**config.mk**
```make
export PLATFORM = sky130hd
export DESIGN_NAME = concentric_ring_point_generator_core
export DESIGN_NICKNAME = d
export VERILOG_FILES = /design/src/rtl/core/crpg_pkg.sv /design/src/rtl/core/crpg_point_unit.sv /design/src/rtl/core/concentric_ring_point_generator_core.sv
export SDC_FILE = /design/constraint.sdc
export NUM_CORES = 2
export LEC_CHECK = 0
export CORE_UTILIZATION = 55
export DETAILED_ROUTE_END_ITERATION = 12
export DONT_BUFFER_PORTS = 1
export PLACE_DENSITY = 0.7
export SLEW_MARGIN = 20
export SYNTH_ARGS = -nofsm -noshare
export SYNTH_HDL_FRONTEND = slang
export SYNTH_SLANG_ARGS = --single-unit
```
**constraint.sdc**
```tcl
create_clock -name clk_i -period 17.45 [get_ports clk_i]
set_input_delay 0 -clock clk_i [delete_from_list [all_inputs] [get_ports clk_i]]
set_output_delay 0 -clock clk_i [all_outputs]
set_load 0.03 [all_outputs]
```
**src/rtl/core/crpg_pkg.sv**
```systemverilog
// Package for the concentric ring point generator.
// Holds the shared types, the register codes and the fixed-point constants.
// No dependencies.
package crpg_pkg;

  // Layout limits and trig precision
  localparam int unsigned MaxRings     = 64;
  localparam int unsigned TrigFracBits = 15;

  // Register indexes on the configuration port
  localparam logic [2:0] CFG_CENTRE_X    = 3'd0;
  localparam logic [2:0] CFG_CENTRE_Y    = 3'd1;
  localparam logic [2:0] CFG_CENTRE_Z    = 3'd2;
  localparam logic [2:0] CFG_INIT_COUNT  = 3'd3;
  localparam logic [2:0] CFG_INIT_ANGLE  = 3'd4;
  localparam logic [2:0] CFG_RING_LEVELS = 3'd5;
  localparam logic [2:0] CFG_RADIUS_STEP = 3'd6;

  // Q30 constants for the sine series
  localparam logic [32:0] HALF_PI_Q30 = 33'd1686629713;
  localparam logic [30:0] ONE_Q30     = 31'd1073741824;

  // Reciprocals for exact floor division of 32-bit values by 72, 42, 20 and 6
  localparam int unsigned Sh72 = 39;
  localparam int unsigned Sh42 = 38;
  localparam int unsigned Sh20 = 37;
  localparam int unsigned Sh6  = 35;
  localparam logic [32:0] RECIP72 = 33'(((64'd1 << Sh72) + 64'd71) / 64'd72);
  localparam logic [32:0] RECIP42 = 33'(((64'd1 << Sh42) + 64'd41) / 64'd42);
  localparam logic [32:0] RECIP20 = 33'(((64'd1 << Sh20) + 64'd19) / 64'd20);
  localparam logic [32:0] RECIP6  = 33'(((64'd1 << Sh6) + 64'd5) / 64'd6);

  typedef enum logic [1:0] {
    ST_IDLE,
    ST_CALC,
    ST_PUT
  } ctl_state_e;

  typedef enum logic [2:0] {
    CU_IDLE,
    CU_DIV,
    CU_TRIG,
    CU_RAD,
    CU_OFFX,
    CU_OFFY
  } cu_state_e;

  // Request to the point unit
  typedef struct packed {
    logic        start;
    logic [5:0]  ring;
    logic [13:0] pt;
    logic [13:0] count;
  } calc_req_t;

  // Answer from the point unit
  typedef struct packed {
    logic        done;
    logic [31:0] x;
    logic [31:0] y;
  } calc_rsp_t;

  // One result beat
  typedef struct packed {
    logic [31:0] x;
    logic [31:0] y;
    logic [31:0] z;
    logic [5:0]  ring;
    logic [13:0] pt;
    logic        last;
    logic        valid;
  } res_t;

endpackage

```
**src/rtl/core/crpg_point_unit.sv**
```systemverilog
// Point unit: angle division, sine and cosine series and offset scaling.
// All products go through one shared 33x32 multiplier under a small sequencer.
// Depends on crpg_pkg.
module crpg_point_unit
  import crpg_pkg::*;
(
  input  logic        clk_i,
  input  logic        rst_ni,
  input  calc_req_t   req_i,
  input  logic [15:0] init_angle_i,
  input  logic [23:0] radius_step_i,
  input  logic [31:0] centre_x_i,
  input  logic [31:0] centre_y_i,
  output calc_rsp_t   rsp_o
);

  localparam int unsigned T = TrigFracBits;

  cu_state_e state_q, state_d;
  logic [3:0]  cnt_q;
  logic        pass_q;
  logic        done_q;

  logic [5:0]  ring_q;
  logic [15:0] rem_q;
  logic [15:0] quo_q;
  logic [14:0] div_q;
  logic [15:0] angle_q;
  logic [31:0] x_q, x2_q, p_q;
  logic [30:0] k_q;
  logic [T:0]  mag_s_q, mag_c_q;
  logic        neg_s_q, neg_c_q;
  logic [29:0] r_q;
  logic [31:0] px_q, py_q;

  // Restoring division step
  logic [15:0] trial;
  logic        qbit;
  assign trial = {rem_q[14:0], quo_q[15]};
  assign qbit  = trial >= {1'b0, div_q};

  // Angle of the current pass and its folded quarter-turn position
  logic [15:0] ang;
  logic [14:0] tq;
  assign ang = pass_q ? angle_q + 16'd16384 : angle_q;
  assign tq  = ang[14] ? 15'd16384 - {1'b0, ang[13:0]} : {1'b0, ang[13:0]};

  // Shared multiplier operand selection
  logic [32:0] mul_a;
  logic [31:0] mul_b;
  logic [64:0] prod;
  always_comb begin
    mul_a = '0;
    mul_b = '0;
    case (state_q)
      CU_TRIG: begin
        case (cnt_q)
          4'd0: begin mul_a = {18'd0, tq}; mul_b = HALF_PI_Q30[31:0]; end
          4'd1: begin mul_a = {1'b0, x_q}; mul_b = x_q; end
          4'd2: begin mul_a = RECIP72; mul_b = x2_q; end
          4'd4: begin mul_a = RECIP42; mul_b = p_q; end
          4'd6: begin mul_a = RECIP20; mul_b = p_q; end
          4'd8: begin mul_a = RECIP6; mul_b = p_q; end
          4'd9: begin mul_a = {2'd0, k_q}; mul_b = x_q; end
          default: begin mul_a = {2'd0, k_q}; mul_b = x2_q; end
        endcase
      end
      CU_RAD: begin mul_a = {27'd0, ring_q}; mul_b = {8'd0, radius_step_i}; end
      CU_OFFX: begin mul_a = 33'(mag_c_q); mul_b = {2'd0, r_q}; end
      CU_OFFY: begin mul_a = 33'(mag_s_q); mul_b = {2'd0, r_q}; end
      default: begin mul_a = '0; mul_b = '0; end
    endcase
  end
  assign prod = {32'd0, mul_a} * {33'd0, mul_b};

  // Clamp and rounding of the sine value to the trig format
  logic [33:0] s_raw, s_clip, s_rnd;
  assign s_raw  = prod[63:30];
  assign s_clip = (s_raw > {3'd0, ONE_Q30}) ? {3'd0, ONE_Q30} : s_raw;
  assign s_rnd  = (s_clip + (34'd1 << (29 - T))) >> (30 - T);

  // Offset scaling with round half up on the magnitude, then the sign
  logic [64:0] w_full;
  logic [31:0] w_mag;
  logic        w_neg;
  logic [31:0] w_off;
  assign w_full = prod + (65'd1 << (T - 1));
  assign w_mag  = w_full[T+31:T];
  assign w_neg  = (state_q == CU_OFFX) ? neg_c_q : neg_s_q;
  assign w_off  = w_neg ? 32'd0 - w_mag : w_mag;

  // Sequencer next state
  always_comb begin
    state_d = state_q;
    unique case (state_q)
      CU_IDLE: if (req_i.start) state_d = CU_DIV;
      CU_DIV:  if (cnt_q == 4'd15) state_d = CU_TRIG;
      CU_TRIG: if (cnt_q == 4'd9 && pass_q) state_d = CU_RAD;
      CU_RAD:  state_d = CU_OFFX;
      CU_OFFX: state_d = CU_OFFY;
      CU_OFFY: state_d = CU_IDLE;
      default: state_d = CU_IDLE;
    endcase
  end

  always_ff @(posedge clk_i or negedge rst_ni) begin
    if (!rst_ni) begin
      state_q <= CU_IDLE;
      cnt_q   <= '0;
      pass_q  <= 1'b0;
      done_q  <= 1'b0;
    end else begin
      state_q <= state_d;
      done_q  <= (state_q == CU_OFFY);
      if (state_q != state_d) begin
        cnt_q <= '0;
      end else if (state_q == CU_DIV) begin
        cnt_q <= cnt_q + 4'd1;
      end else if (state_q == CU_TRIG) begin
        cnt_q <= (cnt_q == 4'd9) ? 4'd0 : cnt_q + 4'd1;
      end
      if (state_q == CU_IDLE) begin
        pass_q <= 1'b0;
      end else if (state_q == CU_TRIG && cnt_q == 4'd9) begin
        pass_q <= 1'b1;
      end
    end
  end

  // Datapath registers
  always_ff @(posedge clk_i) begin
    case (state_q)
      CU_IDLE: begin
        ring_q <= req_i.ring;
        rem_q  <= {1'b0, req_i.pt, 1'b0};
        quo_q  <= {2'd0, req_i.count};
        div_q  <= {req_i.count, 1'b0};
      end
      CU_DIV: begin
        rem_q <= qbit ? trial - {1'b0, div_q} : trial;
        quo_q <= {quo_q[14:0], qbit};
        if (cnt_q == 4'd15) angle_q <= init_angle_i + {quo_q[14:0], qbit};
      end
      CU_TRIG: begin
        case (cnt_q)
          4'd0: x_q  <= prod[45:14];
          4'd1: x2_q <= prod[61:30];
          4'd2: k_q  <= ONE_Q30 - 31'(prod >> Sh72);
          4'd4: k_q  <= ONE_Q30 - 31'(prod >> Sh42);
          4'd6: k_q  <= ONE_Q30 - 31'(prod >> Sh20);
          4'd8: k_q  <= ONE_Q30 - 31'(prod >> Sh6);
          4'd9: begin
            if (pass_q) begin
              mag_c_q <= s_rnd[T:0];
              neg_c_q <= ang[15];
            end else begin
              mag_s_q <= s_rnd[T:0];
              neg_s_q <= ang[15];
            end
          end
          default: p_q <= prod[61:30];
        endcase
      end
      CU_RAD:  r_q  <= prod[29:0];
      CU_OFFX: px_q <= centre_x_i + w_off;
      CU_OFFY: py_q <= centre_y_i + w_off;
      default: ;
    endcase
  end

  assign rsp_o.done = done_q;
  assign rsp_o.x    = px_q;
  assign rsp_o.y    = py_q;

endmodule

```
**src/rtl/core/concentric_ring_point_generator_core.sv**
```systemverilog
// Each input beat asks for the next point of a concentric ring layout (or a restart at the
// centre) and yields exactly one result beat. Centre points, finished-sequence beats and
// out-of-layout beats pass from the staging register to the output register. A ring point
// first goes through the point unit: bit-serial angle division, sine and cosine on the
// shared multiplier, radius and offsets on the same multiplier, and the answer handed back;
// it then passes through staging to the output register. The shared multiplier and the
// divider serve one item at a time, and a new beat is taken only once the last result has
// left staging. A finished result waits in the output register while the next beat is taken;
// a second result waits in staging, and the input stalls, until the output beat is taken.
//
// Top level of the concentric ring point generator; uses crpg_pkg and crpg_point_unit.
module concentric_ring_point_generator_core
  import crpg_pkg::*;
(
  input  logic         clk_i,
  input  logic         rst_ni,
  // Configuration write channel
  input  logic         cfg_valid_i,
  output logic         cfg_ready_o,
  input  logic [2:0]   cfg_index_i,
  input  logic [31:0]  cfg_data_i,
  // Input stream
  input  logic         s_axis_tvalid_i,
  output logic         s_axis_tready_o,
  input  logic [7:0]   s_axis_tdata_i,   // [0] restart, [7:1] zero
  // Output stream
  output logic         m_axis_tvalid_o,
  input  logic         m_axis_tready_i,
  output logic [119:0] m_axis_tdata_o,   // point_x, point_y, point_z, ring_index,
                                         // point_index, zero fill
  output logic         m_axis_tlast_o,   // last_point
  output logic         m_axis_tuser_o    // point_valid
);

  // Configuration registers
  logic [31:0] centre_x_q, centre_y_q, centre_z_q;
  logic [7:0]  init_count_q;
  logic [15:0] init_angle_q;
  logic [6:0]  ring_levels_q;
  logic [23:0] radius_step_q;

  assign cfg_ready_o = 1'b1;

  always_ff @(posedge clk_i or negedge rst_ni) begin
    if (!rst_ni) begin
      centre_x_q    <= '0;
      centre_y_q    <= '0;
      centre_z_q    <= '0;
      init_count_q  <= '0;
      init_angle_q  <= '0;
      ring_levels_q <= '0;
      radius_step_q <= '0;
    end else if (cfg_valid_i) begin
      unique case (cfg_index_i)
        CFG_CENTRE_X:    centre_x_q    <= cfg_data_i;
        CFG_CENTRE_Y:    centre_y_q    <= cfg_data_i;
        CFG_CENTRE_Z:    centre_z_q    <= cfg_data_i;
        CFG_INIT_COUNT:  init_count_q  <= cfg_data_i[7:0];
        CFG_INIT_ANGLE:  init_angle_q  <= cfg_data_i[15:0];
        CFG_RING_LEVELS: ring_levels_q <= cfg_data_i[6:0];
        CFG_RADIUS_STEP: radius_step_q <= cfg_data_i[23:0];
        default: ;
      endcase
    end
  end

  // Layout properties
  logic [6:0]  levels;
  logic        degen;
  logic [13:0] count;

  ctl_state_e  state_q, state_d;
  logic [5:0]  ring_q, ring_d;
  logic [13:0] pt_q, pt_d;
  logic        started_q, started_d;
  logic        done_q, done_d;
  res_t        res_q, res_d;
  res_t        out_q, out_d;
  logic        out_valid_q, out_valid_d;
  calc_req_t   req;
  calc_rsp_t   rsp;
  logic        s_acc;

  assign levels = (ring_levels_q > 7'(MaxRings)) ? 7'(MaxRings) : ring_levels_q;
  assign degen  = (init_count_q <= 8'd2) || (levels <= 7'd1) || (radius_step_q == 24'd0);
  assign count  = {6'd0, init_count_q} * {8'd0, ring_q};

  assign s_axis_tready_o = (state_q == ST_IDLE);
  assign s_acc = s_axis_tvalid_i && s_axis_tready_o;

  // Sequence control and result staging
  always_comb begin
    state_d     = state_q;
    ring_d      = ring_q;
    pt_d        = pt_q;
    started_d   = started_q;
    done_d      = done_q;
    res_d       = res_q;
    out_d       = out_q;
    out_valid_d = out_valid_q && !m_axis_tready_i;
    req.start   = 1'b0;
    req.ring    = ring_q;
    req.pt      = pt_q;
    req.count   = count;
    unique case (state_q)
      ST_IDLE: begin
        if (s_acc) begin
          res_d   = '0;
          state_d = ST_PUT;
          if (s_axis_tdata_i[0] || !started_q) begin
            started_d   = 1'b1;
            res_d.x     = centre_x_q;
            res_d.y     = centre_y_q;
            res_d.z     = centre_z_q;
            res_d.valid = 1'b1;
            if (degen) begin
              done_d     = 1'b1;
              res_d.last = 1'b1;
            end else begin
              done_d = 1'b0;
              ring_d = 6'd1;
              pt_d   = '0;
            end
          end else if (done_q) begin
            done_d = 1'b1;
          end else if (degen || ring_q == 6'd0 || {1'b0, ring_q} >= levels ||
                       pt_q >= count) begin
            done_d = 1'b1;
          end else begin
            req.start   = 1'b1;
            state_d     = ST_CALC;
            res_d.z     = centre_z_q;
            res_d.ring  = ring_q;
            res_d.pt    = pt_q;
            res_d.valid = 1'b1;
            if ({1'b0, pt_q} + 15'd1 < {1'b0, count}) begin
              pt_d = pt_q + 14'd1;
            end else if ({1'b0, ring_q} + 7'd1 < levels) begin
              ring_d = ring_q + 6'd1;
              pt_d   = '0;
            end else begin
              res_d.last = 1'b1;
              done_d     = 1'b1;
            end
          end
        end
      end
      ST_CALC: begin
        if (rsp.done) begin
          res_d.x = rsp.x;
          res_d.y = rsp.y;
          state_d = ST_PUT;
        end
      end
      ST_PUT: begin
        if (!out_valid_q || m_axis_tready_i) begin
          out_d       = res_q;
          out_valid_d = 1'b1;
          state_d     = ST_IDLE;
        end
      end
      default: state_d = ST_IDLE;
    endcase
  end

  always_ff @(posedge clk_i or negedge rst_ni) begin
    if (!rst_ni) begin
      state_q     <= ST_IDLE;
      ring_q      <= '0;
      pt_q        <= '0;
      started_q   <= 1'b0;
      done_q      <= 1'b0;
      out_valid_q <= 1'b0;
    end else begin
      state_q     <= state_d;
      ring_q      <= ring_d;
      pt_q        <= pt_d;
      started_q   <= started_d;
      done_q      <= done_d;
      out_valid_q <= out_valid_d;
    end
  end

  // Result payload registers
  always_ff @(posedge clk_i) begin
    res_q <= res_d;
    out_q <= out_d;
  end

  crpg_point_unit u_point (
    .clk_i         (clk_i),
    .rst_ni        (rst_ni),
    .req_i         (req),
    .init_angle_i  (init_angle_q),
    .radius_step_i (radius_step_q),
    .centre_x_i    (centre_x_q),
    .centre_y_i    (centre_y_q),
    .rsp_o         (rsp)
  );

  // Output beat
  assign m_axis_tvalid_o = out_valid_q;
  assign m_axis_tdata_o  = {4'd0, out_q.pt, out_q.ring, out_q.z, out_q.y, out_q.x};
  assign m_axis_tlast_o  = out_q.last;
  assign m_axis_tuser_o  = out_q.valid;

  // The point unit only answers while a ring point is being worked on
  a_done_in_calc : assert property (@(posedge clk_i) disable iff (!rst_ni)
    rsp.done |-> state_q == ST_CALC)
    else $error("point unit answered outside a calculation");

  // One item at a time: no new beat right after one is taken
  a_one_item : assert property (@(posedge clk_i) disable iff (!rst_ni)
    s_acc |=> !s_axis_tready_o)
    else $error("input taken while an item is in work");

  // A not valid result carries only zeros
  a_invalid_zero : assert property (@(posedge clk_i) disable iff (!rst_ni)
    (m_axis_tvalid_o && !m_axis_tuser_o) |-> (m_axis_tdata_o == '0 && !m_axis_tlast_o))
    else $error("not valid result carries data");

endmodule
```
==> metrics <==
RR Endpoint=u_point.py_q[31]$_DFFE_PP_; Flop pwr share=roughly 46%; Combinational Power Share=26.8%; Resized Gates After CTS=0; Storage cell area=about 21000 µm²; instance count of the mapped netlist=7094; gr usage total=33.5%; Max Root-Sink Buffers=3; Routed wire per std cell=roughly 25 µm; Critical-path top delay cell=o21a_1; clock latency on the worst-skew pair=around 0.69 ns; Final setup viols=0; proportion of netlist area held by the largest area contributor=between 20% and 30%; Die ar.=about 130000 µm²; First-pass DRT Iterations=8; Netlist cell types=119; placed instance area=around 75000 µm²; Clock power frac=~28%; Post-DP HPWL=roughly 170000 µm; fill cell count=roughly 11000; Final Non-Filler Cells=around 8900; Hold WS=approximately 0.034 ns; cell count of the worst reg-to-reg path=53; register area share after synthesis=approximately 30%; worst setup path endpoint=u_point.py_q[31]$_DFFE_PP_; vias in the first global route=between 50000 and 60000; Syn Area/Cell=between 10 and 15 µm²; Max VDD drop=between 0.0001 and 0.00015 V; cell mode on critical path=fa_1; Root Buffer Master=clkbuf_16; post-route cell area=between 70000 and 80000 µm²; fraction of layout cells with a size suffix above 1=8.65%; CP required=around 18 ns; final worst slack=about 0.64 ns; Ports=173; Synth area leaders=fa_1, edfxtp_1, ha_1; largest net degree at the start of global routing=~190; Post-Place Cells=8675; Vias per Instance=roughly 6; Critical R2R Launch=u_point.cnt_q[0]$_DFFE_PN0P_; worst slew pin tran=roughly 1.2 ns; via count=approximately 53000; Fin. Hold Viols=0; run status=finished clean; CP Launch Type=register; Worst setup startpoint=u_point.cnt_q[0]$_DFFE_PN0P_; clk sinks=between 700 and 800; CP max FO=15; final max-slew violation count=0; Ys Warns=0; Antenna Violating Nets Remaining=0; Net Switching=between 2 and 2.5 mW; Buf/Inv on CP=7; Congestion Overflow GR=0; CP peak stage delay=between 0.9 and 1 ns; Worst setup EP type=register; FF+latch count, synth=around 740; number of nets in the layout=between 8000 and 9000; max_slew headroom=20.6%; static leakage=~35 nW; multi-input gate area in the final layout=~45000 µm²; Reg2Reg Setup Slack=between 0.6 and 0.7 ns; pwr dens=78.5 nW/µm²; CTS buffer count=75; MaxCap Viol Count=0; Levels on crit path=53; Initial Utilization=~56%; DIE WIDTH=364 µm; initial DRC count=~5300; top-count cell post-synth=inv_1; Die Y=between 300 and 400 µm; worst slack at placement=1.13 ns; Sw Share=a little over a third; GP Congestion=between 1 and 1.5; asr flop ratio synth=around 25%; Hold Crit Class=in -> reg; Post-CTS Setup Bufs=0; CTS tree=done; Post-synth EDFFs=between 500 and 600; Synth top cells by count=inv_1, fa_1, nand2_1, nor2_1, edfxtp_1; DRC Markers=0; input/output buffers=0; Core ar.=roughly 130000 µm²; register clock-pin slew on the reported worst setup and hold paths=0.07 ns; WL final=219000 µm; Final Util=between 50% and 60%; cell taking the most area after synthesis=fa_1; WP data arrival=around 17 ns; Area Growth Syn to Fin=7.99%; Primary FF master, synth=edfxtp_1; Top delay family on crit path=compound AO/OA/AOI/OAI gates; global-route wire length before repair=around 330000 µm; minimum clock period=between 15 and 20 ns; Tcrit/Tclk final=96.3%; highest clock rate=roughly 59 MHz; Site Rows=between 100 and 150; critical path class=reg -> reg; setup TNS=0 ns; Clock Skew=0.0486 ns; unrepaired setup endpoints after global routing=no; Tot Pwr=~6.1 mW; Pint=approximately 3.9 mW; Cell Area, Synth=slightly above 70000 µm²; H-tree levels=3; initial antenna violation count=9
-- flip-flops by register name (all words and copies together), names as in the netlist, 15 cells and up --
name / count
u_point.angle_q: 16
u_point.k_q: 31
u_point.r_q: 30
centre_x_q: 32
u_point.p_q: 32
init_angle_q: 16
u_point.x_q: 32
centre_z_q: 32
res_q: 118
u_point.py_q: 32
u_point.px_q: 32
u_point.rem_q: 15
radius_step_q: 24
u_point.mag_s_q: 16
u_point.mag_c_q: 16
u_point.x2_q: 32
u_point.quo_q: 16
centre_y_q: 32
m_axis_tdata_o: 116
-- logic make-up (layout without fill, tap and decap cells) --
kind of cell               count (synthesis)  in the layout  share of synthesized area [%]
and+or+nand+nor                         2077           2077                           13.0
muxes                                    198            198                           3.04
adders and majority gates               1387           1387                           34.0
other                                      2              8                         0.0104
AOI/OAI and AO/OA                        946            946                           9.24
xor gates and xnor gates                 255            255                           3.22
buffers and inverters                   1486           1514                           7.80
DFF                                      743            743                           29.7
-- worst min-delay path, cell delays in order --
cell,delay (ns)
nor3b_2,0.13
buf_4,0.26
mux2_2,0.29
-- how the worst min path moves through the flow --
stage	start	endpoint	slack (ns)	depth (start not counted)
6_report	cfg_index_i[1]	centre_z_q[1]$_DFFE_PN0P_	0.03	3
5_1_grt	cfg_index_i[0]	centre_y_q[1]$_DFFE_PN0P_	0.06	3
4_1_cts	cfg_index_i[1]	centre_z_q[4]$_DFFE_PN0P_	0.01	3
3_5_place_dp	rst_ni	centre_z_q[30]$_DFFE_PN0P_	-0.29	0
3_3_place_gp	rst_ni	centre_z_q[30]$_DFFE_PN0P_	-0.29	0
2_1_floorplan	rst_ni	centre_x_q[0]$_DFFE_PN0P_	-0.30	0
-- power by group through the flow --
| stage | combinational (mW) | sequential, mW | clock [mW] |
|---|---|---|---|
| floorplan | 1.12 | 2.73 | 0 |
| global placement | 1.53 | 2.80 | 0 |
| detailed placement | 1.57 | 2.81 | 0 |
| CTS | 1.61 | 2.78 | 1.71 |
| global route | 1.78 | 2.81 | 1.78 |
| finish | 1.64 | 2.78 | 1.69 |
-- per-layer routing --
metal  part of all wire [%]  wire length, µm  GRT usage, %  vias to the layer above
li1                       -                -             -                    23070
met1                     39            86600          45.5                    27111
met2                     45            99600          52.2                     2713
met3                     11            24100          8.24                      485
met4                    4.1             9040          12.7                        6
met5                  0.019               41             0                        -
-- area by class of cell --
| type | instances | area share (%) |
|---|---|---|
| multi-input combinational | 4868 | 58.4 |
| inverter | 1148 | 5.54 |
| tap | 1742 | 2.80 |
| antenna | 3 | 0.00964 |
| clock buffer | 97 | 2.64 |
| clock inverter | 41 | 0.688 |
| timing repair buffer | 228 | 2.43 |
| sequential | 743 | 27.5 |
-- cells in the final DEF, fill, tap and decap left out, drive strengths merged, types with 19 or more instances in the layout --
cell type	n
inv	1152
a22oi	20
mux2i	30
o21ai	187
a221oi	33
a21oi	199
buf	179
a21o	98
o21a	47
nor3	75
nand3	80
mux2	168
nor2	576
clkinv	25
fa	955
nor2b	41
nand2b	60
o211ai	20
nand2	928
a22o	92
or2	23
and3	39
edfxtp	558
xor2	82
o21bai	38
nor4	36
ha	432
dfrtp	185
clkbuf	97
xnor2	171
dlygate4sd3	49
nand4	35
a211oi	21
and2	117
a222oi	19
a31oi	28
-- what timing repair did --
item,in CTS,in global routing
endpoints found under the hold margin,359,59
hold buffers,49,1
endpoints found under the setup margin,0,0
Power figures use the tool's default switching activity.
